--- config.mk ---
export PLATFORM = sky130hd
export DESIGN_NAME = fvc_front
export DESIGN_NICKNAME = d
export VERILOG_FILES = /design/src/rtl/assert_macros.svh /design/src/rtl/fvc_pkg.sv /design/src/rtl/fvc_front.sv
export SDC_FILE = /design/constraint.sdc
export NUM_CORES = 1
export LEC_CHECK = 0
export BUFFER_PORTS_ARGS = -buffer_cell sky130_fd_sc_hd__buf_2
export CAP_MARGIN = 40
export CORE_AREA = 5 5 282 284
export CTS_CLUSTER_SIZE = 16
export DETAILED_ROUTE_END_ITERATION = 6
export DIE_AREA = 0 0 287 289
export SLEW_MARGIN = 20
export SYNTH_ARGS = -nofsm -noshare
export SYNTH_HDL_FRONTEND = slang
export SYNTH_SLANG_ARGS = --single-unit
--- constraint.sdc ---
create_clock -name clk -period 1.8 [get_ports clk]
set_input_delay 0.09 -clock clk [delete_from_list [all_inputs] [get_ports clk]]
set_output_delay 0.09 -clock clk [all_outputs]
set_load 0.005 [all_outputs]
--- src/rtl/assert_macros.svh ---
// assertion macros for the rtl files, included by the cache top
// depends on a clock named clk and a reset named rst in the including scope
`ifndef ASSERT_MACROS_SVH
`define ASSERT_MACROS_SVH

// condition holds on every cycle out of reset
`define FVC_ASSERT(label, cond, msg) \
  label: assert property (@(posedge clk) disable iff (rst) (cond)) else $error(msg);

// antecedent implies consequent in the same cycle
`define FVC_IMPLY(label, ante, cons, msg) \
  label: assert property (@(posedge clk) disable iff (rst) (ante) |-> (cons)) else $error(msg);

`endif

--- src/rtl/fvc_pkg.sv ---
// shared types, codes and helpers for the flow verdict cache
// no dependencies
package fvc_pkg;

  localparam int ENTRIES = 64;
  localparam int IDX_W   = $clog2(ENTRIES);
  localparam int CNT_W   = $clog2(ENTRIES + 1);
  localparam int TAG_W   = 16;

  // action codes on the input port
  localparam logic [1:0] ACT_LOOKUP = 2'd0;
  localparam logic [1:0] ACT_ADD    = 2'd1;
  localparam logic [1:0] ACT_CLEAR  = 2'd2;

  // status codes
  localparam logic [1:0] ST_OK   = 2'd0;
  localparam logic [1:0] ST_DUP  = 2'd1;
  localparam logic [1:0] ST_BADV = 2'd2;

  // redirect source codes
  localparam logic [1:0] RS_NONE = 2'd0;
  localparam logic [1:0] RS_TAG  = 2'd1;
  localparam logic [1:0] RS_PKT  = 2'd2;

  // register indexes
  localparam logic [2:0] CFG_MISS        = 3'd0;
  localparam logic [2:0] CFG_DNS_CODE    = 3'd1;
  localparam logic [2:0] CFG_TUNNEL_CODE = 3'd2;
  localparam logic [2:0] CFG_TUNNEL_PORT = 3'd3;
  localparam logic [2:0] CFG_DNS_PORT    = 3'd4;

  typedef enum logic [2:0] {
    OP_LOOKUP,
    OP_ADD,
    OP_BAD_ADD,
    OP_CLEAR,
    OP_NOP
  } op_t;

  typedef struct packed {
    logic [7:0]  miss_code;
    logic [7:0]  dns_code;
    logic [7:0]  tunnel_code;
    logic [15:0] tunnel_port;
    logic [15:0] dns_port;
  } cfg_t;

  typedef struct packed {
    logic [63:0] lhi;
    logic [63:0] llo;
    logic [63:0] rhi;
    logic [63:0] rlo;
    logic [15:0] lport;
    logic [15:0] rport;
    logic [7:0]  proto;
  } key_t;

  typedef struct packed {
    op_t             op;
    logic            rev;
    key_t            key;
    logic [7:0]      nv;
    logic [TAG_W-1:0] tag;
  } item_t;

  typedef struct packed {
    logic             busy;
    logic [CNT_W-1:0] used;
  } stat_t;

  function automatic logic is_redir(logic [7:0] v, cfg_t c);
    return (v == c.dns_code) || (v == c.tunnel_code);
  endfunction

endpackage

--- src/rtl/fvc_front.sv ---
// front end: configuration registers, item acceptance and classification
// depends on fvc_pkg
module fvc_front import fvc_pkg::*; (
  input  logic        clk,
  input  logic        rst,
  input  logic        in_valid,
  output logic        in_stall,
  input  logic [1:0]  action,
  input  logic [63:0] local_addr_hi,
  input  logic [63:0] local_addr_lo,
  input  logic [63:0] remote_addr_hi,
  input  logic [63:0] remote_addr_lo,
  input  logic [15:0] local_port,
  input  logic [15:0] remote_port,
  input  logic [7:0]  protocol,
  input  logic        inbound,
  input  logic [7:0]  new_verdict,
  input  logic [15:0] context_tag,
  input  logic        cfg_valid,
  output logic        cfg_ready,
  input  logic [2:0]  cfg_index,
  input  logic [15:0] cfg_data,
  input  logic        q_full,
  output logic        push,
  output item_t       item,
  output cfg_t        cfg
);

  // register file, always ready
  assign cfg_ready = 1'b1;

  always_ff @(posedge clk) begin
    if (rst) begin
      cfg.miss_code   <= 8'd0;
      cfg.dns_code    <= 8'd1;
      cfg.tunnel_code <= 8'd2;
      cfg.tunnel_port <= 16'd0;
      cfg.dns_port    <= 16'd53;
    end else if (cfg_valid) begin
      case (cfg_index)
        CFG_MISS:        cfg.miss_code   <= cfg_data[7:0];
        CFG_DNS_CODE:    cfg.dns_code    <= cfg_data[7:0];
        CFG_TUNNEL_CODE: cfg.tunnel_code <= cfg_data[7:0];
        CFG_TUNNEL_PORT: cfg.tunnel_port <= cfg_data;
        CFG_DNS_PORT:    cfg.dns_port    <= cfg_data;
        default: ;
      endcase
    end
  end

  // accept a beat whenever the queue has room
  assign in_stall = q_full;
  assign push     = in_valid && !q_full;

  // classify the item
  always_comb begin
    item.key.lhi   = local_addr_hi;
    item.key.llo   = local_addr_lo;
    item.key.rhi   = remote_addr_hi;
    item.key.rlo   = remote_addr_lo;
    item.key.lport = local_port;
    item.key.rport = remote_port;
    item.key.proto = protocol;
    item.nv        = new_verdict;
    item.tag       = context_tag[TAG_W-1:0];
    item.rev       = inbound &&
                     ((remote_port == cfg.tunnel_port) || (remote_port == cfg.dns_port));
    case (action)
      ACT_LOOKUP: item.op = OP_LOOKUP;
      ACT_ADD:    item.op = (new_verdict == 8'd0) ? OP_BAD_ADD : OP_ADD;
      ACT_CLEAR:  item.op = OP_CLEAR;
      default:    item.op = OP_NOP;
    endcase
  end

endmodule

==> reports/results.ini <==
[clock_network]
max-clock-path-buffers = 2
cts.sinks = 56
cts-hold-fix-buffers = 0
htree_levels = 2
insertion_delay_ps = 310
path_clk_slew_ps = 80
cts_inserted_buffers = 5
cts_tree = done
clock-root-buffer = clkbuf_16

[layout]
layout.cells.most_common = buf_2
largest_reg_flops = 56
syn2layout_area_growth_pct = -6.64
final_cell_mix = buf_2, nand2_1, dfxtp_1
fin_nets = 785
drive_gt1_frac = 0.378
regMostFlops = cfg
reg.largest.list = cfg: 56 flops

[floorplanning]
die_h_um = 289
coreArea_mm2 = 0.0768
die_area_mm2 = 0.0829
core.rowCount = 102
io-pin-count = 730
initial_core_util = 0.0637
die_w_um = 287

[global_routing]
grt_start_max_net_pins = 57
grt.total_usage = 0.0656
grt_first_pass_wirelength_um = 35100
grt.overflow.total = 0
grt_pass1_vias = 3404
antenna_found_initial = 4

[timing]
period_share = 0.978
max_freq_ghz = 0.568
min_period_ps = 1760
setup_viol = 0
whs_ps = 23.7
hold_viol = 0
setup_tns_ps = 0
finClkSkew_ps = 0
final-max-slew-violation-count = 0
rsz0062_at_grt = yes

[logic_synthesis]
postSynthCellCount = 627
ys_seq_elements = 56
yosysTopAreaCell = buf_4
netlist_area_mm2 = 0.00490
avgSynthCellArea_um2 = 7.81
netlist.area_leader.share = 0.497
syn_nets = 974
synth_cell_type_count = 27
synth_area_leaders = buf_4, dfxtp_1, nand2_1
yosysSeqAreaShare = 0.229
ys_warn_count = 0

[pwr]
ir_worst_vdd_mv = 0.293
leakage_uw = 0.00160
fin_total_pwr_uw = 2780
pwr_density_cell_mw_per_mm2 = 609

[run_status]
run_status = finished, final reports clean

[routing]
drt_first_iter_violations = 80
wl_um = 28700
wl_per_cell_um = 19.4
drc_errors = 0
final_antenna_net_count = 0
drt_first_pass_iters = 4
vias_per_cell = 2.15
vias = 3181

[worst_hold_path]
hold_path_class = in2reg

[setup_path]
critPathRequiredTime_ps = 1710
critPathKind = reg2out
cp.arrival_ps = 1670
worstSetupEndpointType = primary output
critPathLaunchType = register
path_max_fanout = 3

[placement]
dp_hpwl_um = 24700
io_buffers = 136
place_congestion = 0.715

[flow_run]
drv_cap = 0

[Yosys cell counts (all sizes together)]
master and count:
buf 332, nand2 113, dfxtp 56, a21oi 50, xor2 32, nand3b 8, nor4 8, clkbuf 6
and2 2, and3 2, and3b 2, nand2b 2, nand3 2, nand4 2, nor2 2, nor2b 2
or4 2, a21boi 1, conb 1, o21ai 1, o31ai 1
[power by group]
group / leakage, uW / internal (uW) / total, uW / switching [uW]
clock: 0.0000773 / 561 / 1100 / 539
combinational: 0.00106 / 141 / 396 / 256
sequential: 0.000454 / 1270 / 1290 / 20.9
total: 0.00160 / 1970 / 2780 / 815
[metrics by stage]
step / worst slack, ps / cells / utilization / instance area [um2]
5_1_grt: -45.6 / 1480 / 0.0595 / 4570
3_3_place_gp: 336 / 1471 / 0.0574 / 4410
6_report: 39.2 / 1481 / 0.0595 / 4570
3_5_place_dp: 349 / 1471 / 0.0574 / 4410
4_1_cts: 5.61 / 1479 / 0.0594 / 4560
2_1_floorplan: 664 / 627 / - / 4900
[layer usage]
layer	routed length, um	up-vias	track usage
met5	97	-	0.00814
met4	2870	4	0.0579
met3	5950	180	0.0626
met2	11800	439	0.0955
met1	7970	1294	0.0514
li1	-	1264	-
[cell families after synthesis]
family | after synthesis | share of synthesized area
buffers and inverters | 338 | 0.515
AO/OA/AOI/OAI | 53 | 0.0629
flip-flops | 56 | 0.229
XOR/XNOR | 32 | 0.0572
AND/OR/NAND/NOR | 147 | 0.135
other | 1 | 0.000766
[final timing paths]
check                       start              endpoint  slack [ps]  cells after the start
max reg2reg  cfg[24]$_SDFFE_PP0P_  cfg[24]$_SDFFE_PP0P_        1100                      2
min                  cfg_data[12]  cfg[12]$_SDFFE_PP0P_          20                      3
max          cfg[27]$_SDFFE_PP0P_             item[320]          40                      6
min reg2reg  cfg[46]$_SDFFE_PP0P_  cfg[46]$_SDFFE_PP0P_         460                      2
[final cells by class]
cell class / instances / area (um2)
antenna: 2 / 5.00
clock buffer: 6 / 139
clock inverter: 2 / 13.8
fill: 9147 / 72300
multi-input combinational: 233 / 1250
sequential: 56 / 1120
tap: 1040 / 1300
timing repair buffer: 142 / 738
[timing repair]
action,4_1_cts,5_1_grt
pin swaps,1,2
setup endpoints to repair,1,1
resized for setup,1,1
buffers inserted,0,0
[critical path, stage by stage, from the launching register on]
cell      delay, ps
dfxtp_2         330
xor2_1          160
nor4_1          320
buf_4           180
nand4_1          90
a21boi_1        150
buf_2           130
Power figures use the tool's default switching activity.
