===== src/rtl/assert_macros.svh =====
// assertion macros for the rtl files, included by the cache top
// depends on a clock named clk and a reset named rst in the including scope
`ifndef ASSERT_MACROS_SVH
`define ASSERT_MACROS_SVH

// condition holds on every cycle out of reset
`define FVC_ASSERT(label, cond, msg) \
  label: assert property (@(posedge clk) disable iff (rst) (cond)) else $error(msg);

// antecedent implies consequent in the same cycle
`define FVC_IMPLY(label, ante, cons, msg) \
  label: assert property (@(posedge clk) disable iff (rst) (ante) |-> (cons)) else $error(msg);

`endif


===== src/rtl/fvc_pkg.sv =====
// shared types, codes and helpers for the flow verdict cache
// no dependencies
package fvc_pkg;

  localparam int ENTRIES = 64;
  localparam int IDX_W   = $clog2(ENTRIES);
  localparam int CNT_W   = $clog2(ENTRIES + 1);
  localparam int TAG_W   = 16;

  // action codes on the input port
  localparam logic [1:0] ACT_LOOKUP = 2'd0;
  localparam logic [1:0] ACT_ADD    = 2'd1;
  localparam logic [1:0] ACT_CLEAR  = 2'd2;

  // status codes
  localparam logic [1:0] ST_OK   = 2'd0;
  localparam logic [1:0] ST_DUP  = 2'd1;
  localparam logic [1:0] ST_BADV = 2'd2;

  // redirect source codes
  localparam logic [1:0] RS_NONE = 2'd0;
  localparam logic [1:0] RS_TAG  = 2'd1;
  localparam logic [1:0] RS_PKT  = 2'd2;

  // register indexes
  localparam logic [2:0] CFG_MISS        = 3'd0;
  localparam logic [2:0] CFG_DNS_CODE    = 3'd1;
  localparam logic [2:0] CFG_TUNNEL_CODE = 3'd2;
  localparam logic [2:0] CFG_TUNNEL_PORT = 3'd3;
  localparam logic [2:0] CFG_DNS_PORT    = 3'd4;

  typedef enum logic [2:0] {
    OP_LOOKUP,
    OP_ADD,
    OP_BAD_ADD,
    OP_CLEAR,
    OP_NOP
  } op_t;

  typedef struct packed {
    logic [7:0]  miss_code;
    logic [7:0]  dns_code;
    logic [7:0]  tunnel_code;
    logic [15:0] tunnel_port;
    logic [15:0] dns_port;
  } cfg_t;

  typedef struct packed {
    logic [63:0] lhi;
    logic [63:0] llo;
    logic [63:0] rhi;
    logic [63:0] rlo;
    logic [15:0] lport;
    logic [15:0] rport;
    logic [7:0]  proto;
  } key_t;

  typedef struct packed {
    op_t             op;
    logic            rev;
    key_t            key;
    logic [7:0]      nv;
    logic [TAG_W-1:0] tag;
  } item_t;

  typedef struct packed {
    logic             busy;
    logic [CNT_W-1:0] used;
  } stat_t;

  function automatic logic is_redir(logic [7:0] v, cfg_t c);
    return (v == c.dns_code) || (v == c.tunnel_code);
  endfunction

endpackage


===== src/rtl/fvc_queue.sv =====
// two-entry queue between the front end and the engine
// depends on fvc_pkg
module fvc_queue import fvc_pkg::*; (
  input  logic  clk,
  input  logic  rst,
  input  logic  push,
  input  item_t push_item,
  input  logic  pop,
  output item_t head,
  output logic  empty,
  output logic  full
);

  item_t      slots [2];
  logic       wr_ptr;
  logic       rd_ptr;
  logic [1:0] count;

  assign head  = slots[rd_ptr];
  assign empty = (count == 2'd0);
  assign full  = (count == 2'd2);

  // pointers and fill count
  always_ff @(posedge clk) begin
    if (rst) begin
      wr_ptr <= 1'b0;
      rd_ptr <= 1'b0;
      count  <= 2'd0;
    end else begin
      if (push) wr_ptr <= ~wr_ptr;
      if (pop)  rd_ptr <= ~rd_ptr;
      if (push && !pop)      count <= count + 2'd1;
      else if (pop && !push) count <= count - 2'd1;
    end
  end

  // storage
  always_ff @(posedge clk) begin
    if (push) slots[wr_ptr] <= push_item;
  end

endmodule


===== config.mk =====
export PLATFORM = sky130hd
export DESIGN_NAME = fvc_queue
export DESIGN_NICKNAME = d
export VERILOG_FILES = /design/src/rtl/assert_macros.svh /design/src/rtl/fvc_pkg.sv /design/src/rtl/fvc_queue.sv
export SDC_FILE = /design/constraint.sdc
export NUM_CORES = 1
export LEC_CHECK = 0
export BUFFER_PORTS_ARGS = -buffer_cell sky130_fd_sc_hd__buf_4
export CAP_MARGIN = 10
export CORE_AREA = 2 2 251 253
export CTS_CLUSTER_SIZE = 25
export DETAILED_ROUTE_END_ITERATION = 8
export DIE_AREA = 0 0 253 255
export GPL_TIMING_DRIVEN = 0
export PLACE_DENSITY = 0.68
export RECOVER_POWER = 100
export SETUP_SLACK_MARGIN = 0.3
export SLEW_MARGIN = 10
export SYNTH_ARGS = -nofsm -noshare
export SYNTH_HDL_FRONTEND = slang
export SYNTH_SLANG_ARGS = --single-unit

===== constraint.sdc =====
create_clock -name clk -period 21.1 [get_ports clk]
set_clock_uncertainty 0.2 [all_clocks]
set_input_delay 4.22 -clock clk [delete_from_list [all_inputs] [get_ports clk]]
set_output_delay 4.22 -clock clk [all_outputs]
set_load 0.05 [all_outputs]

==> impl_metrics.yaml, run 1 <==
synth:
  synth.avg_cell_area_um2: 23.0
  synthCells: 1030
  synth.distinct_cells: 15
  syn-num-nets: 1359
  ys_warn_count: 0
  synth-seq-area-share_pct: 82.6
  synthArstFlopShare_pct: 0
  yosysTopAreaCell: "edfxtp_1"
  ys_ff_latch: 653
  synthesis.area_um2: 23700
  synth-edff-count: 648
  yosys-top-cells-area: "edfxtp_1, mux2_2, buf_6"
  synth_top_area_share_pct: 82.2
  dominantRegCellSynth: "edfxtp_1"
global_route:
  antenna_found_initial: 6
  grt_pass1_vias: 13100
  grt_max_degree: 60
  overflow: 0
  grt_usage_pct: 16.4
  grt_pass1_wl_um: 78500
status:
  violations: "capacitance limit, slew limit"
  status: "complete, but fails checks"
routing:
  vias: 12400
  ant_nets: 0
  routed_wl_um: 55800
  dr.pass1.iters: 4
  viasPerCell: 4.70
  routedWlPerCell_um: 21.2
  drt_iter0_markers: 686
  drc_errors: 0
final_layout:
  drive_above_1_share_pct: 39.6
  layout.nets: 2103
  design_area_um2: 30600
  syn_to_final_growth_pct: 29.1
  final_common_cell: "edfxtp_1"
  final_cell_mix: "edfxtp_1, clkbuf_1, mux2_2, clkbuf_4, buf_4"
  instances_no_fill: 2635
timing:
  min_period_ns: 12.38
  final_hold_viol_count: 0
  slew_viol_final: 496
  setup_violations: 0
  finalCritPeriodShare_pct: 58.7
  rsz0062_at_grt: "no"
  fmax_mhz: 80.8
  maxSlewHeadroom_pct: -127
  tightestPinTransition_ns: 3.40
cts:
  ctsResizeCount: 0
  cts_setup_buffers: 0
  hold_buffers: 0
  clk_pin_slew_ns: 0.06
  htree_levels: 3
  cts.sinks: 653
  clk_latency_ns: 0.59
  cts_root_buf: "clkbuf_16"
  ctsLongestPathBuffers: 3
  cts_tree: "yes"
  numCtsBuffers: 70
die:
  fp.dieW_um: 253
  num_io_pins: 654
  die_h_um: 255
  fp.coreArea_um2: 62200
  rows: 92
  start_util_pct: 38.1
  dieArea_um2: 64500
critical_path:
  endpoint_kind: "register"
  cp.arrival_ns: 12.44
  cp_cell_sequence: "clkbuf_1 > and2_0 > clkbuf_1 > clkbuf_1 > clkbuf_1 > buf_12"
  crit_top_cell: "clkbuf_1"
  path_class: "in2reg"
  max_stage_delay_ns: 2.33
  start_kind: "primary input"
  worstPathRequired_ns: 21.16
  cp_max_fo: 56
  slowest_stage: "clkbuf_1"
place:
  place_congestion: 0.778
  post-dp-hpwl_um: 40700
  dp.cells: 2501
  io_buffers: 653
  postPlaceCellArea_um2: 30000
power_and_ir_drop:
  power_density_nw_per_um2: 108
  vdd_drop_max_mv: 0.0789
  p_leak_uw: 0.0105
worst_hold_path:
  hp-class: "reg2reg"
flow_run:
  maxCapViolations: 13
through the flow:
| step | worst slack (ns) | util [%] | power (uW) | hold WS, ns | setup TNS (ns) |
|---|---|---|---|---|---|
| floorplan | 1.70 | - | 1980 | 0.261 | 0 |
| global placement | -6.54 | 47.6 | 2210 | 0.296 | -2102.36 |
| detailed placement | 14.45 | 48.3 | 2180 | 0.293 | 0 |
| CTS | 14.51 | 52.0 | 3410 | 0.303 | 0 |
| global route | 7.80 | 49.2 | 3410 | 0.363 | 0 |
| finish | 8.72 | 49.2 | 3300 | 0.305 | 0 |
cells by family (layout without fill, tap and decap cells):
| kind of cell | count (synthesis) | in the layout | share of synthesized area, % |
|---|---|---|---|
| compound gates | 2 | 2 | 0.0422 |
| simple gates | 9 | 9 | 0.185 |
| fa+ha+maj | 1 | 1 | 0.0528 |
| mux | 324 | 324 | 15.4 |
| flops | 653 | 653 | 82.6 |
| buf+inv | 37 | 836 | 1.57 |
| xor+xnor | 4 | 4 | 0.148 |
| other cells | 0 | 7 | 0 |
registers in the layout (all words and copies together) (netlist names), named ones only:
register,flops
slots,648
count,2
rd_ptr,1
wr_ptr,1
where the power goes:
| part | leakage (uW) | switching [uW] | internal, uW |
|---|---|---|---|
| combinational | 0.00327 | 395 | 140 |
| clock | 0.00113 | 500 | 727 |
| sequential | 0.00612 | 16.3 | 1520 |
| total | 0.0105 | 911 | 2390 |
worst paths after layout:
kind / from / end / slack (ns) / depth (start not counted)
worst max-delay path: push / slots[1][304] / 8.72 / 6
worst min-delay path: count[1] / count[1] / 0.31 / 2
worst max register to register: wr_ptr / slots[1][304] / 12.16 / 5
worst min register to register: count[1] / count[1] / 0.31 / 2
final cells by class:
cell class | instances | area (um^2)
Tap cell | 799 | 1000
Clock buffer | 81 | 1790
Multi-Input combinational cell | 340 | 3750
Clock inverter | 46 | 519
Timing Repair Buffer | 672 | 3800
Fill cell | 5370 | 31600
Antenna cell | 7 | 17.5
Sequential cell | 653 | 19600
Inverter | 1 | 3.75
Buffer | 36 | 135
worst max-delay path, delay by kind of cell:
family | cells | cell delay [ns]
buf+inv | 5 | 6.60
simple gates | 1 | 1.42
synth_stat cells (2+ instances only):
| cell | count |
|---|---|
| buf_6 | 30 |
| dfxtp_1 | 5 |
| xnor2_1 | 2 |
| xor2_1 | 2 |
| mux2_2 | 324 |
| buf_2 | 6 |
| nor2b_1 | 2 |
| edfxtp_1 | 648 |
| nor2_1 | 5 |
routing by layer:
| layer | track usage [%] | share of wire [%] | vias to the layer above |
|---|---|---|---|
| met5 | 0 | 0.066 | - |
| met1 | 17.2 | 35 | 6225 |
| met3 | 5.65 | 8.3 | 99 |
| met4 | 7.39 | 3.0 | 6 |
| met2 | 29.5 | 53 | 416 |
| li1 | - | - | 5651 |
Note: power is estimated with default switching activity, not from simulation.
==> inputs of run 2 (changes only) <==
clock period = 11.4 ns   (was 21.1 ns; I/O delays follow)
==> run 2 against run 1 <==
The run still ends with capacitance limit, slew limit left. Sequential power rose by 84%. Count of clock-buffer cells in the layout rose by 3. Clock power rose by 76%. Critical path type unchanged.
==> impl_metrics.yaml, run 2 (synthesized netlist as in run 1, its figures left out) <==
die:
  start_util_pct: 38.1
  dieArea_um2: 64500
  die_h_um: 255
  fp.dieW_um: 253
  num_io_pins: 654
  rows: 92
  fp.coreArea_um2: 62200
routing:
  routedWlPerCell_um: 21.3
  vias: 12400
  dr.pass1.iters: 4
  viasPerCell: 4.72
  drc_errors: 0
  drt_iter0_markers: 571
  ant_nets: 0
  routed_wl_um: 56000
cts:
  cts_root_buf: "clkbuf_16"
  cts_setup_buffers: 0
  clk_latency_ns: 0.60
  ctsLongestPathBuffers: 3
  htree_levels: 3
  cts_tree: "yes"
  clk_pin_slew_ns: 0.06
  hold_buffers: 0
  cts.sinks: 653
  ctsResizeCount: 0
  numCtsBuffers: 70
place:
  postPlaceCellArea_um2: 30000
  io_buffers: 653
  place_congestion: 0.780
  post-dp-hpwl_um: 40500
global_route:
  grt_pass1_wl_um: 78600
  grt_pass1_vias: 13200
  grt_usage_pct: 16.5
  overflow: 0
  grt_max_degree: 61
  antenna_found_initial: 5
power_and_ir_drop:
  power_uw: 6010
  p_leak_uw: 0.0105
  vdd_drop_max_mv: 0.183
  power_density_nw_per_um2: 196
final_layout:
  nFillCells: 5361
  top_regs: "slots x648, count x2"
  largest_reg_flops: 648
  final_common_cell: "edfxtp_1"
  layout.nets: 2102
  top_register: "slots"
  design_area_um2: 30600
  final_cell_mix: "edfxtp_1, clkbuf_1, mux2_2, clkbuf_4, buf_4"
  drive_above_1_share_pct: 39.2
  syn_to_final_growth_pct: 29.3
timing:
  rsz0062_at_grt: "no"
  final_hold_viol_count: 0
  setup_tns_ns: 0
  fmax_mhz: 135
  finalCritPeriodShare_pct: 65.0
  tightestPinTransition_ns: 2.71
  setup_violations: 0
  maxSlewHeadroom_pct: -80.5
  slew_viol_final: 199
  min_period_ns: 7.41
critical_path:
  path_class: "in2reg"
  cp_max_fo: 26
  worstPathRequired_ns: 11.40
  cp.arrival_ns: 7.41
  start_kind: "primary input"
  endpoint_kind: "register"
status:
  violations: "capacitance limit, slew limit"
  status: "complete, but fails checks"
flow_run:
  maxCapViolations: 7
worst_hold_path:
  hp-class: "reg2reg"
-- run 2: cell count changes in the layout (fill, tap and decap cells not counted), sizes merged --
cell / before / now
buf: 75 / 90
clkbuf: 714 / 701
inv: 6 / 3
clkinv: 30 / 31
bufinv: 9 / 4
diode: 7 / 6
-- run 2: cell type report --
type	instances	area, um^2	share of cell area [%]
diodes	6	15.0	0.0490
flip-flops and latches	653	19600	63.9
repair buffers	671	3950	12.9
clock buffers	84	1850	6.03
inverters	1	3.75	0.0123
plain buffers	36	135	0.441
clock inverters	39	362	1.18
multi-input cells	340	3750	12.2
well taps	799	1000	3.27
-- run 2: per-stage QoR --
step	instances	worst slack, ns	hold WS (ns)	utilization, %
floorplan	1030	0.942	0.261	-
global placement	2482	-3.37	0.296	47.6
detailed placement	2500	6.55	0.287	48.2
CTS	2623	6.64	0.298	51.8
global route	2623	3.49	0.328	49.2
finish	2629	3.99	0.297	49.3
-- run 2: where the power goes --
| group | switching [uW] | leakage, uW | total (uW) | internal [uW] |
|---|---|---|---|---|
| sequential | 29.9 | 0.00612 | 2840 | 2810 |
| clock | 911 | 0.00107 | 2170 | 1250 |
| combinational | 735 | 0.00333 | 1000 | 269 |
-- run 2: worst paths after layout --
| kind | end | slack, ns | from | cells past startpoint |
|---|---|---|---|---|
| max reg2reg | slots[0][95] | 5.56 | wr_ptr | 4 |
| max | slots[0][95] | 3.99 | push | 5 |
| min reg2reg | count[1] | 0.30 | count[1] | 2 |
| min | count[1] | 0.30 | count[1] | 2 |
-- run 2: critical path, stage by stage --
cell and delay (ns):
clkbuf_1 0.17, nor2b_1 1.56, clkbuf_1 1.13, clkbuf_1 1.13, clkbuf_1 1.10
-- run 2: per-layer routing --
layer | vias to the layer above | GRT usage [%] | share of wire, %
li1 | 5629 | - | -
met1 | 6203 | 17.2 | 35
met2 | 449 | 29.7 | 53
met3 | 116 | 6.08 | 8.9
met4 | 6 | 7.13 | 3.1
met5 | - | 0 | 0.087
